## src/hw/rtl/csbp_pkg.sv

```systemverilog
// Shared types and constants of the clock-sweep buffer pool frame table.
// Used by csbp_ctrl, csbp_dpath and clock_sweep_buffer_pool; no dependencies.
`default_nettype none

package csbp_pkg;

  // Default sizes of the pool.
  localparam int CSBP_FRAMES    = 64;
  localparam int CSBP_HANDS     = 4;
  localparam int CSBP_USAGE_MAX = 15;

  // Configuration register indexes.
  localparam int                 CFG_IDX_W         = 1;
  localparam logic [CFG_IDX_W-1:0] CFG_ACTIVE_FRAMES = 1'b0;
  localparam logic [CFG_IDX_W-1:0] CFG_PAGE_SIZE     = 1'b1;

  localparam logic [6:0]  ACTIVE_FRAMES_RST = 7'd64;
  localparam logic [16:0] PAGE_SIZE_RST     = 17'd4096;

  // Actions of an input item.
  localparam logic ACT_REQUEST = 1'b0;
  localparam logic ACT_RELEASE = 1'b1;

  // Result status codes.
  typedef enum logic [2:0] {
    ST_HIT       = 3'd0,
    ST_LOADED    = 3'd1,
    ST_RELEASED  = 3'd2,
    ST_NOT_FOUND = 3'd3,
    ST_NO_FRAME  = 3'd4
  } csbp_status_t;

  // Commands from the controller to the datapath.
  typedef struct packed {
    logic clr_step;
    logic accept;
    logic setup;
    logic scan_step;
    logic hit_wr;
    logic rel_wr;
    logic res_noframe;
    logic res_notfound;
    logic mod_start;
    logic mod_step;
    logic swp_rd;
    logic swp_eval;
    logic out_load;
  } csbp_cmd_t;

  // Status from the datapath to the controller.
  typedef struct packed {
    logic clr_done;
    logic is_release;
    logic range_bad;
    logic scan_done;
    logic hit_found;
    logic hit_in_range;
    logic any_unpinned;
    logic mod_last;
    logic victim;
  } csbp_sts_t;

endpackage

`default_nettype wire

```

## src/hw/rtl/csbp_ctrl.sv

```systemverilog
// Controller state machine of the buffer pool frame table.
// Depends on csbp_pkg; drives csbp_dpath through command and status structs.
`default_nettype none

module csbp_ctrl
  import csbp_pkg::*;
(
  input  wire logic      clk,
  input  wire logic      rst,
  input  wire logic      in_valid,
  output logic           in_stall,
  output logic           out_valid,
  input  wire logic      out_stall,
  input  wire csbp_sts_t sts,
  output csbp_cmd_t      cmd
);

  typedef enum logic [8:0] {
    S_CLEAR    = 9'b000000001,
    S_IDLE     = 9'b000000010,
    S_SETUP    = 9'b000000100,
    S_SEARCH   = 9'b000001000,
    S_DECIDE   = 9'b000010000,
    S_MOD      = 9'b000100000,
    S_SWP_RD   = 9'b001000000,
    S_SWP_EVAL = 9'b010000000,
    S_RESP     = 9'b100000000
  } state_t;

  state_t state;
  state_t state_next;
  logic   out_take;

  assign in_stall = (state != S_IDLE);
  assign out_take = out_valid && !out_stall;

  always_comb begin
    state_next = state;
    cmd        = '0;
    unique case (state)
      S_CLEAR: begin
        if (sts.clr_done) begin
          state_next = S_IDLE;
        end else begin
          cmd.clr_step = 1'b1;
        end
      end
      S_IDLE: begin
        if (in_valid) begin
          cmd.accept = 1'b1;
          state_next = S_SETUP;
        end
      end
      S_SETUP: begin
        cmd.setup = 1'b1;
        if (!sts.is_release && sts.range_bad) begin
          cmd.res_noframe = 1'b1;
          state_next      = S_RESP;
        end else begin
          state_next = S_SEARCH;
        end
      end
      S_SEARCH: begin
        cmd.scan_step = 1'b1;
        if (sts.scan_done) begin
          state_next = S_DECIDE;
        end
      end
      S_DECIDE: begin
        if (sts.is_release) begin
          cmd.rel_wr       = sts.hit_found;
          cmd.res_notfound = !sts.hit_found;
          state_next       = S_RESP;
        end else if (sts.hit_in_range) begin
          cmd.hit_wr = 1'b1;
          state_next = S_RESP;
        end else if (!sts.any_unpinned) begin
          cmd.res_noframe = 1'b1;
          state_next      = S_RESP;
        end else begin
          cmd.mod_start = 1'b1;
          state_next    = S_MOD;
        end
      end
      S_MOD: begin
        cmd.mod_step = 1'b1;
        if (sts.mod_last) begin
          state_next = S_SWP_RD;
        end
      end
      S_SWP_RD: begin
        cmd.swp_rd = 1'b1;
        state_next = S_SWP_EVAL;
      end
      S_SWP_EVAL: begin
        cmd.swp_eval = 1'b1;
        state_next   = sts.victim ? S_RESP : S_SWP_RD;
      end
      S_RESP: begin
        if (!out_valid || !out_stall) begin
          cmd.out_load = 1'b1;
          state_next   = S_IDLE;
        end
      end
      default: state_next = S_CLEAR;
    endcase
  end

  always_ff @(posedge clk) begin
    if (rst) begin
      state     <= S_CLEAR;
      out_valid <= 1'b0;
    end else begin
      state <= state_next;
      if (cmd.out_load) begin
        out_valid <= 1'b1;
      end else if (out_take) begin
        out_valid <= 1'b0;
      end
    end
  end

endmodule

`default_nettype wire

```

## config.mk

```make
export PLATFORM = sky130hd
export DESIGN_NAME = csbp_ctrl
export DESIGN_NICKNAME = d
export VERILOG_FILES = /design/src/hw/rtl/csbp_pkg.sv /design/src/hw/rtl/csbp_ctrl.sv
export SDC_FILE = /design/constraint.sdc
export NUM_CORES = 1
export LEC_CHECK = 0
export ABC_AREA = 1
export ABC_CLOCK_PERIOD_IN_PS = 2800
export BUFFER_PORTS_ARGS = -buffer_cell sky130_fd_sc_hd__buf_4
export CORE_MARGIN = 2
export CORE_UTILIZATION = 35
export CTS_BUF_LIST = sky130_fd_sc_hd__clkbuf_8
export CTS_CLUSTER_DIAMETER = 60
export DETAILED_ROUTE_END_ITERATION = 10
export GPL_ROUTABILITY_DRIVEN = 0
export MAX_ROUTING_LAYER = met4
export PLACE_DENSITY = 0.64
export SLEW_MARGIN = 10
export SYNTH_ARGS = -nofsm -noshare
export SYNTH_HDL_FRONTEND = slang
export SYNTH_SLANG_ARGS = --single-unit
```

## constraint.sdc

```tcl
create_clock -name clk -period 2.8 [get_ports clk]
set_clock_uncertainty 0.05 [all_clocks]
set_input_delay 0.28 -clock clk [delete_from_list [all_inputs] [get_ports clk]]
set_output_delay 0.28 -clock clk [all_outputs]
set_load 0.02 [all_outputs]
```

**Word-level counts from Yosys, hierarchy flattened**

Index checks and enable logic that the tools add are counted.

- Register bits after elaboration: 10
- Input port bits: 13
- Output and inout port bits: 15
- Word-level logic and storage cells: 64

- Equality and inequality tests: 15
- Multiplexer cells: 38
- Reduce and logical (&&, ||, !) cells: 9

Operators with widths:

| kind | count |
|---|---|
| $mux 9 | 10 |
| $pmux 9 s9 | 1 |
| $mux 1 | 24 |
| $ne 2x2->1 const B | 5 |
| $eq 9x1->1 const B | 1 |
| $eq 9x2->1 const B | 1 |
| $eq 9x3->1 const B | 1 |
| $eq 9x4->1 const B | 1 |
| $eq 9x5->1 const B | 1 |
| $eq 9x6->1 const B | 1 |
| $eq 9x7->1 const B | 1 |
| $eq 9x8->1 const B | 1 |
| $eq 9x9->1 const B | 1 |
| $ne 9x2->1 const B | 1 |
| $reduce_and 5->1 | 1 |
| $logic_not 1->1 | 4 |
| $mux 2 | 2 |
| $logic_and 1x1->1 | 2 |
| $pmux 1 s2 | 1 |
| $reduce_bool 2->1 | 1 |
| $logic_or 1x1->1 | 1 |

**Depth between registers and ports, before layout**

Gate-level depths: netlist of the first run.

- Word-level depth: 5
- Depth in mapped cells: 10
- Depth with buffers taken out: 10

**Worst setup path before layout of the first run**

No wires, ideal clock.

- Path type: register -> output
- Start: reg state[6]
- End: out cmd[6] in the netlist's numbering
- Arrival: 1,542 ps
- Data required time: 2,470 ps
- Setup slack: 928 ps
- Stages on the path, launching flop included: 6
- Path buffers: 0
- Path through: dfxtp_1 -> nor2_2 -> nand3_1 -> nor2_2 -> inv_1 -> o41ai_1

RTL lines:

| what | line | source |
|---|---|---|
| start: declaration | csbp_ctrl.sv:30 | `state_t state;` |
| start signal: assignment | csbp_ctrl.sv:114 | `state <= state_next;` |
| end: declaration | csbp_ctrl.sv:15 | `output csbp_cmd_t cmd` |

==> parameters.txt, run 1 <==
Parameter                              Value

Run status
  Outcome ... completed

Clocking
  Number of gates resized after CTS ... 0
  Post-CTS Repair Setup Buffers ... 0
  Clock tree from TritonCTS ... done
  Number of clock sinks seen by CTS ... 10
  CTS root buffer ... sky130_fd_sc_hd__clkbuf_8
  Clock latency at the later pin of the worst-skew pair ... between 0.2 and 0.25 ns
  H-tree level count ... 1
  Post-CTS clock slew at the launch and capture registers of the worst setup and hold paths ... approximately 0.050 ns
  Clock buffers created by TritonCTS ... 3
  Hold buffers post-CTS ... 0
  Maximum number of buffers from clock root to sink ... 2

Power and ir drop
  Internal power ... roughly 0.43 mW
  Seq pwr share ... roughly a quarter
  Overall power after layout ... roughly 0.74 mW
  Worst IR Drop VDD ... about 0.00025 V
  Lkg Pwr ... approximately 0.61 nW
  Switching power ... approximately 0.31 mW
  Fraction of power spent switching nets ... between 40% and 50%
  Areal power density over the cells ... ~700 nW/um2
  Portion of total power attributed to combinational logic ... between 40% and 50%
  Clock network fraction of total power ... 24.5%

Synth
  Post-Syn Area ... 758 um2
  Post-Syn Area per Cell ... 6.11 um2
  Area contributors post-synth ... sky130_fd_sc_hd__dfxtp_1 26%, sky130_fd_sc_hd__inv_1 13%, sky130_fd_sc_hd__nand2_1 11%, sky130_fd_sc_hd__nand3_1 8.6%, sky130_fd_sc_hd__nor2_2 7.4%
  Net count after synthesis ... 137
  Number of flip-flops and latches in the synthesized netlist ... 10
  Sequential element share of the synthesized area ... around a quarter
  Warning count from the yosys run ... 0
  Synthesized instance count ... about 120
  Number of distinct library cell variants in the gate-level netlist after synthesis ... 19
  Portion of synthesized cell area occupied by the leading cell type ... 26.4%
  Library cell with the largest summed area after synthesis ... sky130_fd_sc_hd__dfxtp_1

Setup path
  Data required time at the worst endpoint ... 2.47 ns
  Buf/Inv on CP ... 2
  Series of cell instances along the critical path ... nor2_1 -> nand3_1 -> nor2_2 -> inv_1 -> o41ai_1 -> buf_4
  Worst reg2reg startpoint ... state[0]
  Critical path launch point ... state[0]
  Data arrival at the endpoint of the critical path ... around 1.6 ns
  Startpoint-to-endpoint class of the critical path ... reg2out
  Depth of the worst register-to-register path ... 8
  Critical path capture point type ... output port
  Largest stage delay on the critical path ... about 0.33 ns
  CP startpoint kind ... flop
  Reg2Reg Capture Point ... state[5]
  Top Family by Delay on Critical Path ... simple AND/OR/NAND/NOR gates
  Largest fanout of any net on the critical path ... 4
  Slowest-stage cell, CP ... sky130_fd_sc_hd__dfxtp_1
  Register-to-register setup slack ... between 1 and 1.5 ns

Run
  Max-capacitance violation count ... 0

Timing
  Headroom to the max-slew limit ... 68.2%
  Final critical delay including setup and external delays ... between 1.5 and 2 ns
  RSZ-0062 raised after global routing ... no
  Total count of max-transition violations in the final report ... 0
  Post-route setup slack ... ~0.88 ns
  Final Cycle Share ... about two thirds
  Total Negative Setup Slacks ... 0 ns
  Final Hold Viols ... 0
  Max Fclk ... 522 MHz
  Hold Slack ... 0.197 ns
  Setup Viol. Count Final ... 0
  Transition time of the tightest slew-check pin ... about 0.47 ns

Placement
  DP Worst Slack ... about 1.1 ns
  DP HPWL ... approximately 1600 um
  Area after detailed placement ... approximately 990 um2
  Port-buffer cells ... 27

Routing
  Violation count after the first detailed-route iteration ... 21
  Routed vias ... between 800 and 900
  Residual DRC count ... 0
  Detailed-route wire length ... between 1500 and 2000 um
  Final routed wire length divided by cell count ... roughly 10 um
  Average via count per standard cell ... 4.54
  Remaining antenna violation count after routing ... 0
  Number of iterations in the first detailed-routing pass ... 4

Cells and area
  Storage cell area ... approximately 200 um2
  Total area of multi-input combinational cells ... 442 um2
  Final nets ... around 170
  Layout cells sized above 1 ... a little over a third
  Summed area of non-filler cells in the final layout ... 1050 um2
  N_diodes ... 0
  Post-synthesis to final-layout area growth ... 38.4%
  Number of filler instances in the final layout ... between 200 and 250

Global route
  GR Util All Layers ... 16.7%
  Number of global-route vias before repair ... roughly 770
  Antenna violations before repair ... 0
  Overall overflow remaining after global route ... 0
  First-pass GRT wire length ... 3190 um
  Largest net degree at the start of global routing ... 8

Die
  Cell Rows ... 16
  Initial core utilization ... around 38%
  Std-Cell Core Area ... about 2000 um2
  Die H ... between 50 and 60 um
  Boundary pin count ... 28
  Die Outline Area ... approximately 2600 um2
  DIE WIDTH ... 50.5 um

Min path
  Worst min-delay path endpoint ... state[3]
  Cell count of the worst hold path ... 2
  Worst min path class ... in2reg
  Min-Delay Startpoint ... rst
==> logic make-up after synthesis <==
family | Yosys count | share of synthesized area, %
buffers and inverters | 31 | 15.3
AOI/OAI and AO/OA | 4 | 3.13
and+or+nand+nor | 79 | 55.1
DFF | 10 | 26.4
==> state kept, by name, indices dropped and copies added, names as in the netlist <==
signal and flops:
state 9, out_valid 1
==> layout make-up <==
cell class                      count  area share [%]
Multi-Input combinational cell     83            42.1
Tap cell                           27            3.22
Sequential cell                    10            19.1
Inverter                           31            11.1
Clock buffer                        4            5.24
Timing Repair Buffer               27            19.3
==> how the worst max path moves through the flow <==
stage	end	slack, ns	cells past startpoint
after floorplan	cmd[6]	0.93	5
after global placement	cmd[6]	1.17	6
after detailed placement	cmd[6]	1.15	6
after CTS	cmd[6]	0.88	6
after global routing	cmd[6]	0.74	6
final	cmd[6]	0.88	6
==> power by group through the flow <==
stage	clock [mW]	combinational [mW]	sequential, mW
detailed placement	0	0.364	0.195
global route	0.190	0.415	0.196
floorplan	0	0.279	0.192
CTS	0.182	0.366	0.192
global placement	0	0.362	0.194
finish	0.180	0.364	0.193
==> synth_stat cells, drive strengths merged <==
cell	instances
a21oi	2
clkinv	1
dfxtp	10
inv	30
nand2	29
nand3	15
nand4	5
nor2	25
nor3	4
o21ai	1
o41ai	1
or2	1
==> per-stage QoR <==
stage / instances / util, %
2_1_floorplan: 124 / -
3_3_place_gp: 178 / 49.7
3_5_place_dp: 178 / 49.7
4_1_cts: 182 / 52.4
5_1_grt: 182 / 52.4
6_report: 182 / 52.4
==> cell usage in the layout (no fill, tap or decap), drive strengths merged <==
cell    instances
nand3          15
o41ai           1
or2             1
nand4           5
a21oi           2
clkbuf          4
nand2          29
inv            30
o21ai           1
clkinv          1
dfxtp          10
nor2           25
buf            27
nor3            4
==> metal layers <==
layer | wire length (um) | part of all wire (%) | track usage, % | vias up
met4 | 31 | 1.7 | 6.76 | 0
met3 | 125 | 6.7 | 1.79 | 4
met5 | 0 | 0 | - | -
li1 | - | - | - | 442
met2 | 845 | 46 | 26.1 | 33
met1 | 853 | 46 | 22.1 | 348
(Power assumes the default switching activity.)
==> run 2: changes to the inputs <==
- ABC_CLOCK_PERIOD_IN_PS: 2800 -> 1500
- PLACE_DENSITY: 0.64 -> 0.66
- clock period: 2.8 -> 1.5 ns (I/O delays scaled with it)
==> run 2 against run 1 <==
Compared with the run above: the run now ends with setup timing left; sequential share of layout area decreased by 2.9 points; largest power group unchanged; critical path type unchanged; sequential power increased by 100%; count of clock-buffer cells in the layout is the same; wire length rose by 32%; via count up 9.9%.
==> parameters.txt, run 2 (synthesis gave the netlist of run 1 again) <==
Parameter                              Value

Run status
  Outcome ... complete, but fails checks
  Failing checks ... setup timing

Global route
  Largest net degree at the start of global routing ... 8
  Overall overflow remaining after global route ... 0
  First-pass GRT wire length ... between 3000 and 4000 um
  Number of global-route vias before repair ... around 880
  Antenna violations before repair ... 0
  GR Util All Layers ... 19.3%

Setup path
  Largest fanout of any net on the critical path ... 4
  Critical path capture point type ... output port
  Data required time at the worst endpoint ... approximately 1.3 ns
  Data arrival at the endpoint of the critical path ... 1.47 ns
  CP startpoint kind ... flop
  Startpoint-to-endpoint class of the critical path ... reg2out

Timing
  Total count of max-transition violations in the final report ... 0
  RSZ-0062 raised after global routing ... yes
  Headroom to the max-slew limit ... 81.7%
  Setup Viol. Count Final ... 15
  Final critical delay including setup and external delays ... between 1.5 and 2 ns
  Final Hold Viols ... 0
  Transition time of the tightest slew-check pin ... ~0.27 ns
  Max Fclk ... between 500 and 600 MHz
  Hold Slack ... ~0.049 ns
  Final Cycle Share ... 111%
  Post-route setup slack ... -0.167 ns

Routing
  Number of iterations in the first detailed-routing pass ... 4
  Routed vias ... 909
  Final routed wire length divided by cell count ... ~13 um
  Remaining antenna violation count after routing ... 0
  Residual DRC count ... 0
  Average via count per standard cell ... about 4.7
  Detailed-route wire length ... 2460 um
  Violation count after the first detailed-route iteration ... 15

Cells and area
  Storage cell area ... 220 um2
  Most common library cell in the layout ignoring fill and taps ... sky130_fd_sc_hd__buf_4
  Total area of multi-input combinational cells ... slightly below 600 um2
  Post-synthesis to final-layout area growth ... 79.2%
  Layout cells sized above 1 ... approximately three fifths
  Biggest register ... state
  Top Registers ... state (9), out_valid (1)
  Final nets ... 181
  Most frequent cells in the layout ... 27 x sky130_fd_sc_hd__buf_4, 22 x sky130_fd_sc_hd__inv_1, 17 x sky130_fd_sc_hd__nand2_1, 12 x sky130_fd_sc_hd__buf_6, 11 x sky130_fd_sc_hd__nor2_4
  Flip-flop count of the largest register, all copies and words added ... 9
  Summed area of non-filler cells in the final layout ... between 1000 and 1500 um2
  N_diodes ... 0
  Number of filler instances in the final layout ... around 170

Placement
  Area after detailed placement ... 1020 um2
  DP HPWL ... 1700 um
  Port-buffer cells ... 27

Clocking
  Clock latency at the later pin of the worst-skew pair ... between 0.2 and 0.25 ns
  Hold buffers post-CTS ... 0
  H-tree level count ... 1
  Clock tree from TritonCTS ... done
  Clock buffers created by TritonCTS ... 3
  Post-CTS clock slew at the launch and capture registers of the worst setup and hold paths ... ~0.060 ns
  CTS root buffer ... sky130_fd_sc_hd__clkbuf_8
  Number of clock sinks seen by CTS ... 10
  Maximum number of buffers from clock root to sink ... 2

Die
  DIE WIDTH ... a little over 50 um
  Boundary pin count ... 28
  Cell Rows ... 16
  Initial core utilization ... a little under two fifths
  Die H ... a little over 50 um
  Die Outline Area ... between 2000 and 3000 um2
  Std-Cell Core Area ... between 2000 and 2500 um2

Power and ir drop
  Worst IR Drop VDD ... roughly 0.00084 V
  Overall power after layout ... between 1.5 and 2 mW
  Lkg Pwr ... 0.716 nW
  Areal power density over the cells ... around 1300 nW/um2

Min path
  Worst min path class ... in2reg

Run
  Max-capacitance violation count ... 0
run 2: cell count changes in the layout (fill, tap and decap cells not counted), moves of 5 or more:
cell | before | now
sky130_fd_sc_hd__dfxtp_1 | 10 | 2
sky130_fd_sc_hd__nor2_4 | 2 | 11
sky130_fd_sc_hd__nor2_1 | 14 | 9
sky130_fd_sc_hd__nand2_1 | 23 | 17
sky130_fd_sc_hd__buf_6 | 0 | 12
run 2: path summary, 6_finish.rpt:
| kind | start | end | slack, ns | depth (start not counted) |
|---|---|---|---|---|
| setup / recovery | state[6] | cmd[6] | -0.17 | 6 |
| hold reg to reg | out_valid | out_valid | 0.43 | 2 |
| hold / removal | rst | state[3] | 0.05 | 2 |
| setup reg to reg | state[6] | state[8] | -0.02 | 11 |
run 2: what timing repair did:
item,4_1_cts,5_1_grt
pin swaps,8,12
setup endpoints to repair,11,18
buffers inserted,3,6
resized for setup,15,49
run 2: critical path: stages, from the launching register on:
cell and delay, ns:
sky130_fd_sc_hd__dfxtp_4 0.35, sky130_fd_sc_hd__nor2_4 0.16, sky130_fd_sc_hd__nand3_2 0.10, sky130_fd_sc_hd__nor2_4 0.14
sky130_fd_sc_hd__inv_2 0.07, sky130_fd_sc_hd__o41ai_2 0.21, sky130_fd_sc_hd__buf_4 0.19
run 2: metal layers:
layer,wire length [um],part of all wire [%],GRT usage (%)
met1,1080,44,21.1
met2,1220,50,34.2
met3,130,5.3,3.57
met4,19,0.77,8.11
met5,0,0,-
run 2: area by class of cell:
cell class	instances	share of cell area [%]
timing repair buffer	39	24.9
tap	27	2.49
inverter	31	9.21
multi-input combinational	83	43.2
clock buffer	4	4.05
sequential	10	16.2
run 2: report_power, final:
part | internal, mW | switching [mW]
Sequential | 0.325 | 0.0706
Clock | 0.232 | 0.123
Combinational | 0.412 | 0.584
run 2: metrics by stage:
step	setup TNS [ns]	cells	setup slack [ns]	util, %
2_1_floorplan	0	124	0.0181	-
3_5_place_dp	0	181	0.0303	51.2
5_1_grt	-1.92	194	-0.209	67.9
6_report	-0.830	194	-0.167	67.9
4_1_cts	-0.413	188	-0.123	57.1
3_3_place_gp	0	181	0.0750	51.2
