===== config.mk =====
export PLATFORM = sky130hd
export DESIGN_NAME = csbp_dpath
export DESIGN_NICKNAME = d
export VERILOG_FILES = /design/src/hw/rtl/csbp_pkg.sv /design/src/hw/rtl/csbp_dpath.sv
export SDC_FILE = /design/constraint.sdc
export NUM_CORES = 2
export LEC_CHECK = 0
export BUFFER_PORTS_ARGS = -buffer_cell sky130_fd_sc_hd__buf_2
export CAP_MARGIN = 15
export CORE_ASPECT_RATIO = 0.6
export CORE_MARGIN = 3
export CORE_UTILIZATION = 47
export CTS_CLUSTER_DIAMETER = 30
export DETAILED_ROUTE_END_ITERATION = 10
export SETUP_SLACK_MARGIN = 0.15
export SLEW_MARGIN = 30
export SYNTH_ARGS = -nofsm -noshare
export SYNTH_HDL_FRONTEND = slang
export SYNTH_SLANG_ARGS = --single-unit

===== constraint.sdc =====
create_clock -name clk -period 10.7 [get_ports clk]
set_input_delay 1.605 -clock clk [delete_from_list [all_inputs] [get_ports clk]]
set_output_delay 1.605 -clock clk [all_outputs]
set_load 0.02 [all_outputs]

===== src/hw/rtl/csbp_pkg.sv =====
// Shared types and constants of the clock-sweep buffer pool frame table.
// Used by csbp_ctrl, csbp_dpath and clock_sweep_buffer_pool; no dependencies.
`default_nettype none

package csbp_pkg;

  // Default sizes of the pool.
  localparam int CSBP_FRAMES    = 64;
  localparam int CSBP_HANDS     = 4;
  localparam int CSBP_USAGE_MAX = 15;

  // Configuration register indexes.
  localparam int                 CFG_IDX_W         = 1;
  localparam logic [CFG_IDX_W-1:0] CFG_ACTIVE_FRAMES = 1'b0;
  localparam logic [CFG_IDX_W-1:0] CFG_PAGE_SIZE     = 1'b1;

  localparam logic [6:0]  ACTIVE_FRAMES_RST = 7'd64;
  localparam logic [16:0] PAGE_SIZE_RST     = 17'd4096;

  // Actions of an input item.
  localparam logic ACT_REQUEST = 1'b0;
  localparam logic ACT_RELEASE = 1'b1;

  // Result status codes.
  typedef enum logic [2:0] {
    ST_HIT       = 3'd0,
    ST_LOADED    = 3'd1,
    ST_RELEASED  = 3'd2,
    ST_NOT_FOUND = 3'd3,
    ST_NO_FRAME  = 3'd4
  } csbp_status_t;

  // Commands from the controller to the datapath.
  typedef struct packed {
    logic clr_step;
    logic accept;
    logic setup;
    logic scan_step;
    logic hit_wr;
    logic rel_wr;
    logic res_noframe;
    logic res_notfound;
    logic mod_start;
    logic mod_step;
    logic swp_rd;
    logic swp_eval;
    logic out_load;
  } csbp_cmd_t;

  // Status from the datapath to the controller.
  typedef struct packed {
    logic clr_done;
    logic is_release;
    logic range_bad;
    logic scan_done;
    logic hit_found;
    logic hit_in_range;
    logic any_unpinned;
    logic mod_last;
    logic victim;
  } csbp_sts_t;

endpackage

`default_nettype wire


===== src/hw/rtl/csbp_dpath.sv =====
// Datapath of the buffer pool frame table: frame memory, clock hands,
// configuration registers, hand reduction unit and result registers. Uses csbp_pkg.
`default_nettype none

module csbp_dpath
  import csbp_pkg::*;
#(
  parameter int FRAMES    = CSBP_FRAMES,
  parameter int HANDS     = CSBP_HANDS,
  parameter int USAGE_MAX = CSBP_USAGE_MAX
) (
  input  wire logic                 clk,
  input  wire logic                 rst,
  input  wire csbp_cmd_t            cmd,
  output csbp_sts_t                 sts,
  input  wire logic                 cfg_we,
  input  wire logic [CFG_IDX_W-1:0] cfg_index,
  input  wire logic [16:0]          cfg_data,
  input  wire logic                 action,
  input  wire logic [15:0]          table_id,
  input  wire logic [31:0]          page_id,
  input  wire logic [23:0]          page_number,
  input  wire logic [1:0]           hand_select,
  input  wire logic [6:0]           range_first,
  input  wire logic [6:0]           range_last,
  output logic [2:0]                status,
  output logic [5:0]                slot,
  output logic                      evicted,
  output logic [31:0]               evicted_page_id,
  output logic [39:0]               read_offset
);

  localparam int FIDX_W = $clog2(FRAMES);
  localparam int HSEL_W = (HANDS > 1) ? $clog2(HANDS) : 1;
  localparam int USAGE_W = $clog2(USAGE_MAX + 1);
  localparam int STEP_W = $clog2(FIDX_W + 1);
  localparam int DIV_W = 2 * FIDX_W + 1;
  localparam logic [FIDX_W:0]    FRAMES_C = (FIDX_W + 1)'(FRAMES);
  localparam logic [USAGE_W-1:0] USAGE_TOP = USAGE_W'(USAGE_MAX);

  typedef struct packed {
    logic               valid;
    logic [15:0]        tab;
    logic [31:0]        page;
    logic               pinned;
    logic [USAGE_W-1:0] usage;
  } entry_t;

  // Hand select reduced into the number of stored hands.
  function automatic logic [HSEL_W-1:0] hsel_mod(input logic [1:0] v);
    logic [1:0] r;
    r = v;
    for (int i = 0; i < 3; i++) begin
      if (int'(r) >= HANDS) begin
        r = r - 2'(HANDS);
      end
    end
    return HSEL_W'(r);
  endfunction

  // Configuration registers.
  logic [6:0]  active_frames;
  logic [16:0] page_size_bytes;

  // Latched item.
  logic              action_q;
  logic [15:0]       table_q;
  logic [31:0]       page_q;
  logic [23:0]       pnum_q;
  logic [HSEL_W-1:0] hsel_q;
  logic [6:0]        rf_q;
  logic [6:0]        rl_q;

  // Range and search state.
  logic [FIDX_W-1:0] rfirst;
  logic [FIDX_W-1:0] rlast;
  logic [FIDX_W:0]   rsize;
  logic              whole;
  logic [FIDX_W-1:0] whole_last;
  logic [FIDX_W:0]   scan_addr;
  logic              scan_pend;
  logic [FIDX_W-1:0] scan_ret;
  logic              found;
  logic              any_free;
  logic [FIDX_W-1:0] hit_idx;
  entry_t            hit_ent;

  // Frame memory.
  entry_t            mem [FRAMES];
  entry_t            rd_data;
  logic [FIDX_W-1:0] ra;
  logic              we;
  logic [FIDX_W-1:0] wa;
  entry_t            wd;
  logic [FIDX_W:0]   clr_cnt;

  // Clock hands and sweep.
  logic [FIDX_W-1:0] hand [HANDS];
  logic [FIDX_W-1:0] hcur;
  logic [FIDX_W-1:0] hnext;
  logic [FIDX_W-1:0] s_addr;
  logic [STEP_W-1:0] mod_k;
  logic [DIV_W-1:0]  mod_div;
  logic              victim;

  // Read offset product and results.
  logic [40:0]       prod_full;
  logic [39:0]       prod_q;
  csbp_status_t      res_status;
  logic [5:0]        res_slot;
  logic              res_ev;
  logic [31:0]       res_evp;
  logic [39:0]       res_off;

  assign whole = rf_q[6] && rl_q[6];
  always_comb begin
    if (active_frames == 7'd0) begin
      whole_last = '0;
    end else if (int'(active_frames) > FRAMES) begin
      whole_last = FIDX_W'(FRAMES - 1);
    end else begin
      whole_last = FIDX_W'(active_frames - 7'd1);
    end
  end

  assign rsize   = {1'b0, rlast} - {1'b0, rfirst} + (FIDX_W + 1)'(1);
  assign hnext   = (({1'b0, hcur} + (FIDX_W + 1)'(1)) == rsize) ? '0 : hcur + FIDX_W'(1);
  assign s_addr  = rfirst + hcur;
  assign mod_div = DIV_W'(rsize) << mod_k;
  assign victim  = !rd_data.pinned && (rd_data.usage == '0);
  assign prod_full = pnum_q * page_size_bytes;

  assign sts.clr_done     = (clr_cnt == FRAMES_C);
  assign sts.is_release   = (action_q == ACT_RELEASE);
  assign sts.range_bad    = !whole && (rf_q[6] || rl_q[6] || (rf_q[5:0] > rl_q[5:0])
                            || (int'(rl_q[5:0]) >= FRAMES));
  assign sts.scan_done    = (scan_addr == FRAMES_C) && !scan_pend;
  assign sts.hit_found    = found;
  assign sts.hit_in_range = found && (hit_idx >= rfirst) && (hit_idx <= rlast);
  assign sts.any_unpinned = any_free;
  assign sts.mod_last     = (mod_k == '0);
  assign sts.victim       = victim;

  // Read address: the sweep slot while sweeping, otherwise the scan pointer.
  always_comb begin
    if (cmd.swp_rd) begin
      ra = s_addr;
    end else if (scan_addr < FRAMES_C) begin
      ra = scan_addr[FIDX_W-1:0];
    end else begin
      ra = '0;
    end
  end

  always_comb begin
    we = 1'b0;
    wa = s_addr;
    wd = rd_data;
    if (cmd.clr_step) begin
      we = 1'b1;
      wa = clr_cnt[FIDX_W-1:0];
      wd = '0;
    end else if (cmd.hit_wr) begin
      we        = 1'b1;
      wa        = hit_idx;
      wd        = hit_ent;
      wd.pinned = 1'b1;
      if (hit_ent.usage < USAGE_TOP) begin
        wd.usage = hit_ent.usage + USAGE_W'(1);
      end
    end else if (cmd.rel_wr) begin
      we        = 1'b1;
      wa        = hit_idx;
      wd        = hit_ent;
      wd.pinned = 1'b0;
    end else if (cmd.swp_eval) begin
      we = 1'b1;
      if (victim) begin
        wd.valid  = 1'b1;
        wd.tab    = table_q;
        wd.page   = page_q;
        wd.pinned = 1'b1;
        wd.usage  = USAGE_W'(1);
      end else if (rd_data.usage != '0) begin
        wd.usage = rd_data.usage - USAGE_W'(1);
      end
    end
  end

  always_ff @(posedge clk) begin
    if (we) begin
      mem[wa] <= wd;
    end
    rd_data <= mem[ra];
  end

  always_ff @(posedge clk) begin
    if (rst) begin
      active_frames   <= ACTIVE_FRAMES_RST;
      page_size_bytes <= PAGE_SIZE_RST;
    end else if (cfg_we) begin
      unique case (cfg_index)
        CFG_ACTIVE_FRAMES: active_frames   <= cfg_data[6:0];
        CFG_PAGE_SIZE:     page_size_bytes <= cfg_data;
      endcase
    end
  end

  always_ff @(posedge clk) begin
    if (cmd.accept) begin
      action_q <= action;
      table_q  <= table_id;
      page_q   <= page_id;
      pnum_q   <= page_number;
      hsel_q   <= hsel_mod(hand_select);
      rf_q     <= range_first;
      rl_q     <= range_last;
    end
    if (cmd.setup) begin
      rfirst <= whole ? '0 : FIDX_W'(rf_q[5:0]);
      rlast  <= whole ? whole_last : FIDX_W'(rl_q[5:0]);
    end
    prod_q <= prod_full[39:0];
  end

  // Tag search over all frames; one read issued and one checked per cycle.
  always_ff @(posedge clk) begin
    if (rst) begin
      scan_addr <= '0;
      scan_pend <= 1'b0;
      found     <= 1'b0;
      any_free  <= 1'b0;
    end else if (cmd.setup) begin
      scan_addr <= '0;
      scan_pend <= 1'b0;
      found     <= 1'b0;
      any_free  <= 1'b0;
    end else if (cmd.scan_step) begin
      if (scan_addr < FRAMES_C) begin
        scan_pend <= 1'b1;
        scan_ret  <= scan_addr[FIDX_W-1:0];
        scan_addr <= scan_addr + (FIDX_W + 1)'(1);
      end else begin
        scan_pend <= 1'b0;
      end
      if (scan_pend) begin
        if (rd_data.valid && (rd_data.tab == table_q) && (rd_data.page == page_q)
            && !found) begin
          found   <= 1'b1;
          hit_idx <= scan_ret;
          hit_ent <= rd_data;
        end
        if (!rd_data.pinned && (scan_ret >= rfirst) && (scan_ret <= rlast)) begin
          any_free <= 1'b1;
        end
      end
    end
  end

  // Clearing pass counter after reset.
  always_ff @(posedge clk) begin
    if (rst) begin
      clr_cnt <= '0;
    end else if (cmd.clr_step) begin
      clr_cnt <= clr_cnt + (FIDX_W + 1)'(1);
    end
  end

  // Hand reduction by restoring subtraction, one quotient bit per cycle,
  // followed by the sweep itself.
  always_ff @(posedge clk) begin
    if (rst) begin
      for (int i = 0; i < HANDS; i++) begin
        hand[i] <= '0;
      end
      mod_k <= '0;
    end else begin
      if (cmd.mod_start) begin
        hcur  <= hand[hsel_q];
        mod_k <= STEP_W'(FIDX_W - 1);
      end else if (cmd.mod_step) begin
        if (DIV_W'(hcur) >= mod_div) begin
          hcur <= FIDX_W'(DIV_W'(hcur) - mod_div);
        end
        if (mod_k != '0) begin
          mod_k <= mod_k - STEP_W'(1);
        end
      end else if (cmd.swp_eval) begin
        if (victim) begin
          hand[hsel_q] <= hnext;
        end else begin
          hcur <= hnext;
        end
      end
    end
  end

  always_ff @(posedge clk) begin
    if (cmd.hit_wr || cmd.rel_wr) begin
      res_status <= cmd.hit_wr ? ST_HIT : ST_RELEASED;
      res_slot   <= 6'(hit_idx);
      res_ev     <= 1'b0;
      res_evp    <= '0;
      res_off    <= '0;
    end else if (cmd.res_noframe || cmd.res_notfound) begin
      res_status <= cmd.res_noframe ? ST_NO_FRAME : ST_NOT_FOUND;
      res_slot   <= '0;
      res_ev     <= 1'b0;
      res_evp    <= '0;
      res_off    <= '0;
    end else if (cmd.swp_eval && victim) begin
      res_status <= ST_LOADED;
      res_slot   <= 6'(s_addr);
      res_ev     <= rd_data.valid;
      res_evp    <= rd_data.valid ? rd_data.page : '0;
      res_off    <= prod_q;
    end
    if (cmd.out_load) begin
      status          <= res_status;
      slot            <= res_slot;
      evicted         <= res_ev;
      evicted_page_id <= res_evp;
      read_offset     <= res_off;
    end
  end

endmodule

`default_nettype wire


# ---- Yosys cells after proc, flatten, opt, wreduce, memory -nomap -nowiden
# Memory sizes are Yosys's and may differ from the RTL's. A register that Yosys moved wholly into a read port is not among the register bits.
# Index checks and enable logic that the tools add are counted.
dict set report op_classes {
  n_shift 1
  n_reduce_logical 43
  bitwise_logic 3
  n_lt_le_gt_ge 9
  multipliers 1
  muxes 53
  n_eq_ne 7
  addsub 12
}
# cell n
set ops {}
lappend ops {{54-bit two-way mux} 4}
lappend ops {{6-bit two-way mux} 18}
lappend ops {{50-bit two-way mux} 1}
lappend ops {{24-bit by 17-bit multiplier with 40-bit output} 1}
lappend ops {{32-bit equality test} 1}
lappend ops {{32-bit two-way mux} 1}
lappend ops {{7-bit by 1-bit adder with 7-bit output (second input constant)} 3}
lappend ops {{3-bit two-way mux} 7}
lappend ops {{16-bit equality test} 1}
lappend ops {{1-bit two-way mux} 16}
lappend ops {{7-bit equality test (second input constant)} 2}
lappend ops {{6-bit by 13-bit >= comparator with 1-bit output} 1}
lappend ops {{7-bit by 3-bit left shift with 13-bit output} 1}
lappend ops {{6-bit >= comparator} 2}
lappend ops {{6-bit <= comparator} 2}
lappend ops {{1-bit logical AND} 12}
lappend ops {{4-bit two-way mux} 3}
lappend ops {{2-bit AND reduction} 5}
lappend ops {{3-bit nonzero test} 3}
lappend ops {{4-bit AND reduction} 2}
lappend ops {{6-bit by 1-bit adder with 7-bit output (second input constant)} 1}
lappend ops {{7-bit equality test} 1}
lappend ops {{7-bit > comparator (second input constant)} 1}
lappend ops {{7-bit logical NOT} 1}
lappend ops {{25 further kinds} 39}
dict set report totals {
  mem_count 2
  reg_bits 420
  mem_bits_rw 3480
  in_bits 123
}
# memory depth word_bits read_ports rd_ports_with_merged_regs write_ports line_no
set mem_list {}
lappend mem_list {mem 64 54 1 1 1 csbp_dpath.sv:89} ;# entry_t mem [FRAMES];
lappend mem_list {hand 4 6 1 1 4 csbp_dpath.sv:98} ;# logic [FIDX_W-1:0] hand [HANDS];

# ---- Logic depth before layout (Yosys ltp)
dict set report depth {
  word_depth 10
  depth_mapped 24
  depth_no_buf 22
}

# ---- Worst setup path after synthesis
# Ideal clock, no wire load.
dict set report synth_path {
  path_type {in2reg}
  startpoint {input port cmd[9] (netlist bit)}
  endpoint {register hit_ent[0] (netlist bit), enable pin}
  n_path_buf 0
  cell_stages 6
  setup_slack_ns 3.827
  t_required_ns 10.149
  setup_ns 0.551
  arrival_time_ns 6.322
  cell_sequence {nand2_1 > a21oi_1 > o2111ai_1 > nor4_1 > nand4_1 > nor3_1}
}
dict set report synth_via {
  elab_chain_len 1
}
# item line_no
set synth_rtl {}
lappend synth_rtl {{from (decl)} csbp_dpath.sv:14} ;# input wire csbp_cmd_t cmd,
lappend synth_rtl {{5-bit AND reduction (no line)} n/a}
lappend synth_rtl {{to (signal assigned)} csbp_dpath.sv:251} ;# hit_ent <= rd_data;
lappend synth_rtl {{to (decl)} csbp_dpath.sv:86} ;# entry_t hit_ent;
# Every way passes these cells.
# A chain may end at the register's enable or synchronous reset.

# ---- Worst setup path in the final report
dict set report layout_path {
  startpoint {register pnum_q[7]}
  endpoint {register prod_q[38]}
}
dict set report layout_via {
  elab_chain_len 1
}
# item line_no
set layout_rtl {}
lappend layout_rtl {{from (decl)} csbp_dpath.sv:69} ;# logic [23:0] pnum_q;
lappend layout_rtl {{from (signal assigned)} csbp_dpath.sv:214} ;# pnum_q <= page_number;
lappend layout_rtl {{24-bit by 17-bit multiplier with 40-bit output} csbp_dpath.sv:131} ;# assign prod_full = pnum_q * page_size_bytes;
lappend layout_rtl {{via prod_full[38]} csbp_dpath.sv:107} ;# logic [40:0] prod_full;
lappend layout_rtl {{to (signal assigned)} csbp_dpath.sv:223} ;# prod_q <= prod_full[39:0];
lappend layout_rtl {{to (decl)} csbp_dpath.sv:108} ;# logic [39:0] prod_q;
# The timed path passes the listed nets, and every way through them passes these cells.

==> impl_metrics.toml <==
[outcome]
status = "finished clean"

[drt]
drt_wl_total_mm = 462
via_count = 90000
wl_per_cell_um = 31.1
vias_per_cell = 6.06
drtIter0Drc = 11900
ant_nets = 0
drc = 0
first_pass_iters = 5

[clock_tree]
cts_tree = "yes"
postCtsSetupBuffers = 0
clkLatencyLatePin_ps = 950
cts_root_buf = "clkbuf_16"
h-tree-depth = 6
path_clk_slew_ps = 60
cts_sinks = 3956
cts.repair.resized = 0
cts_buffers = 526
cts_buffer_depth = 4
cts_hold_buf = 0

[yosys]
ys.flop_type = "edfxtp_1"
synth.most_common_cell = "edfxtp_1"
synth_nets = 9889
syn_area_um2 = 165000
yosysTopAreaCell = "edfxtp_1"
synth_seq_cells = 3956
async_reset_ff_share_pct = 0
synth_cells = 9261
yosysSeqAreaShare_pct = 70.7
synth-edff-count = 3743
avgSynthCellArea_um2 = 17.8
yosys-top-cells-count = "3743 x edfxtp_1, 1294 x nand2_1, 870 x mux4_2"
synth_cell_types = 75
synth_top_area_share_pct = 68.1
synth.area.top_cells = "edfxtp_1 68%, mux4_2 12%, fa_1 4.0%"
yosysWarnings = 0

[timing]
fin_crit_ps = 7020
timing.final.ws_setup_ps = 3680
slew_viol_final = 0
relSlewSlack_pct = 30.4
fin_worst_skew_ps = 59.4
hold_violations = 0
setup_viol = 0
hold_ws_ps = 419
timing.final.crit_share_pct = 65.6
worst_pin_slew_ps = 1030
grt_setup_unrepaired = "false"
fmax_ghz = 0.142
setup_tns_ps = 0

[grt]
grt_pass1_vias = 89800
grt_util_all_layers_pct = 25.7
grt_pass1_wl_mm = 662
grtUsageMet3_pct = 6.44
grt_use_met1_pct = 40.2
grt_overflow_total = 0
grt_max_degree = 116
antenna_found_initial = 18
use_met2_pct = 36.6
gr-max-usage-layer = "met1"

[floorplan]
fp.dieH_um = 465
die_w_um = 771
rows = 167
die-area_um2 = 359000
core_um2 = 347000
pin_count = 214
floorplan.initialDensity_pct = 47.5

[power]
p_per_area_nw_per_um2 = 220
vdd_drop_max_v = 0.000163
p_leak_nw = 66.0
totalPowerFinal_mw = 42.1

[critical_path]
worst-path-max-fanout = 17
rr_worst_depth = 19
crit_end = "prod_q[38]$_DFF_P_"
cp-start-kind = "register"
startpoint = "pnum_q[7]$_DFFE_PP_"
slowest_stage = "a2111oi_2"
r2r_start = "pnum_q[7]$_DFFE_PP_"
cp_common_cell = "fa_1"
r2r_end = "prod_q[38]$_DFF_P_"
slowest_delay_ps = 930
worst_setup_path_end_kind = "register"
r2r_slack_ps = 3680
crit_arrival_ps = 7860
path_cells = "and2_1 -> fa_1 -> inv_1 -> fa_1 -> fa_1 -> fa_1 -> inv_1 -> fa_1 -> inv_1 -> fa_1 -> inv_1 -> ha_1 -> and3_1 -> o2111ai_1 -> a2111oi_2 -> o211ai_1 -> a21o_1 -> a211o_1 -> o211ai_1"
crit_required_ps = 11550
path_class = "reg -> reg"

[job]
max_cap_violations = 0

[placed_design]
place_congestion = 0.870
dp.final_hpwl_mm = 270
place_ws_ps = 3460
io_buffers = 213
dpl_cell_area_um2 = 174000

[finish]
nFillCells = 26600
fin_area_um2 = 192000
syn2layout_area_growth_pct = 16.0
final_nets = 10400
drive_gt1_share_pct = 23.2

[min_path]
hold_class = "reg -> reg"
==> cell type report <==
type	instances	area [um^2]	share of cell area [%]
Timing Repair Buffer	501	3710	1.94
Clock inverter	326	3540	1.85
Sequential cell	3956	117000	60.9
Antenna cell	4	10.0	0.00523
Inverter	454	1700	0.890
Multi-Input combinational cell	4362	46000	24.0
Clock buffer	618	14100	7.35
Tap cell	4647	5810	3.04
==> worst max-delay path, delay by kind of cell (launching register included) <==
family          cells  cell delay, ps
buf+inv             4             200
simple gates        2             550
compound gates      6            2140
fa+ha+maj           7            3360
flops               1             700
==> flip-flops by register name, summed over array words and instances, names as in the netlist, 7 cells and up, named ones only <==
name             count
read_offset         40
pnum_q              24
active_frames        7
mem               3456
page_size_bytes     17
res_off             40
scan_addr            7
prod_q              40
rf_q                 7
evicted_page_id     32
hit_ent             53
clr_cnt              7
res_evp             32
hand                24
table_q             16
rl_q                 7
page_q              32
rd_data             54
==> logic make-up after synthesis <==
family / Yosys count / share of synthesized area [%]
DFF: 3956 / 70.7
and+or+nand+nor: 2079 / 5.49
muxes: 1060 / 13.0
adders and majority gates: 505 / 5.33
AOI/OAI and AO/OA: 610 / 2.53
buffers and inverters: 943 / 2.38
xor gates and xnor gates: 108 / 0.573
==> layer usage <==
layer  vias to the layer above  wire length (um)  share of wire [%]
met5                         -                24             0.0052
met1                     47800            200000                 43
met2                      4773            200000                 43
li1                      36800                 -                  -
met4                         4              8800                1.9
met3                       616             53000                 11
==> through the flow <==
step                      utilization, %  std cells
after floorplan                        -       9261
after global placement              50.0      13900
after detailed placement            50.0      13900
after CTS                           55.1      14900
after global routing                55.1      14900
final                               55.1      14900
==> cells in the final DEF, fill, tap and decap left out, drive strengths merged, types with 9 or more instances in the layout <==
cell	synthesis	layout
edfxtp	3743	3743
nand2	1294	1294
mux4	870	870
clkbuf	230	618
inv	453	518
buf	259	501
fa	331	331
nor2	235	235
dfxtp	213	213
and2	189	189
mux2i	185	185
nand3	181	181
ha	174	174
clkinv	1	173
o21ai	156	156
a21oi	129	129
xnor2	69	69
nand3b	60	60
o221ai	55	55
a32oi	54	54
a311oi	51	51
bufinv	0	49
clkinvlp	0	40
xor2	39	39
a22o	35	35
a21o	26	26
nor2b	18	18
nand2b	18	18
nand4	16	16
o21a	16	16
nor3	15	15
a211oi	14	14
nor3b	12	12
and3	12	12
o21bai	9	9
==> power breakdown <==
part	internal [mW]	leakage (nW)	total [mW]	switching, mW
Sequential	17.6	36.2	18.0	0.377
Clock	10.7	8.54	17.6	6.86
Combinational	2.37	21.3	6.56	4.20
Total	30.7	66.0	42.1	11.4
==> worst min path at each step <==
stage                                            from  slack (ps)                  end  depth (start not counted)
final                     res_status[0]$_SDFFCE_PP0P_         420  status[0]$_DFFE_PP_                          0
after CTS                     res_status[1]$_DFFE_PP_         420  status[1]$_DFFE_PP_                          0
after detailed placement  res_status[2]$_SDFFCE_PP0P_         410  status[2]$_DFFE_PP_                          0
after global routing      res_status[0]$_SDFFCE_PP0P_         420  status[0]$_DFFE_PP_                          0
after global placement    res_status[0]$_SDFFCE_PP0P_         400  status[0]$_DFFE_PP_                          0
after floorplan                 res_slot[0]$_DFFE_PP_         400    slot[0]$_DFFE_PP_                          0
No activity file was read; power rests on OpenSTA's default activity.
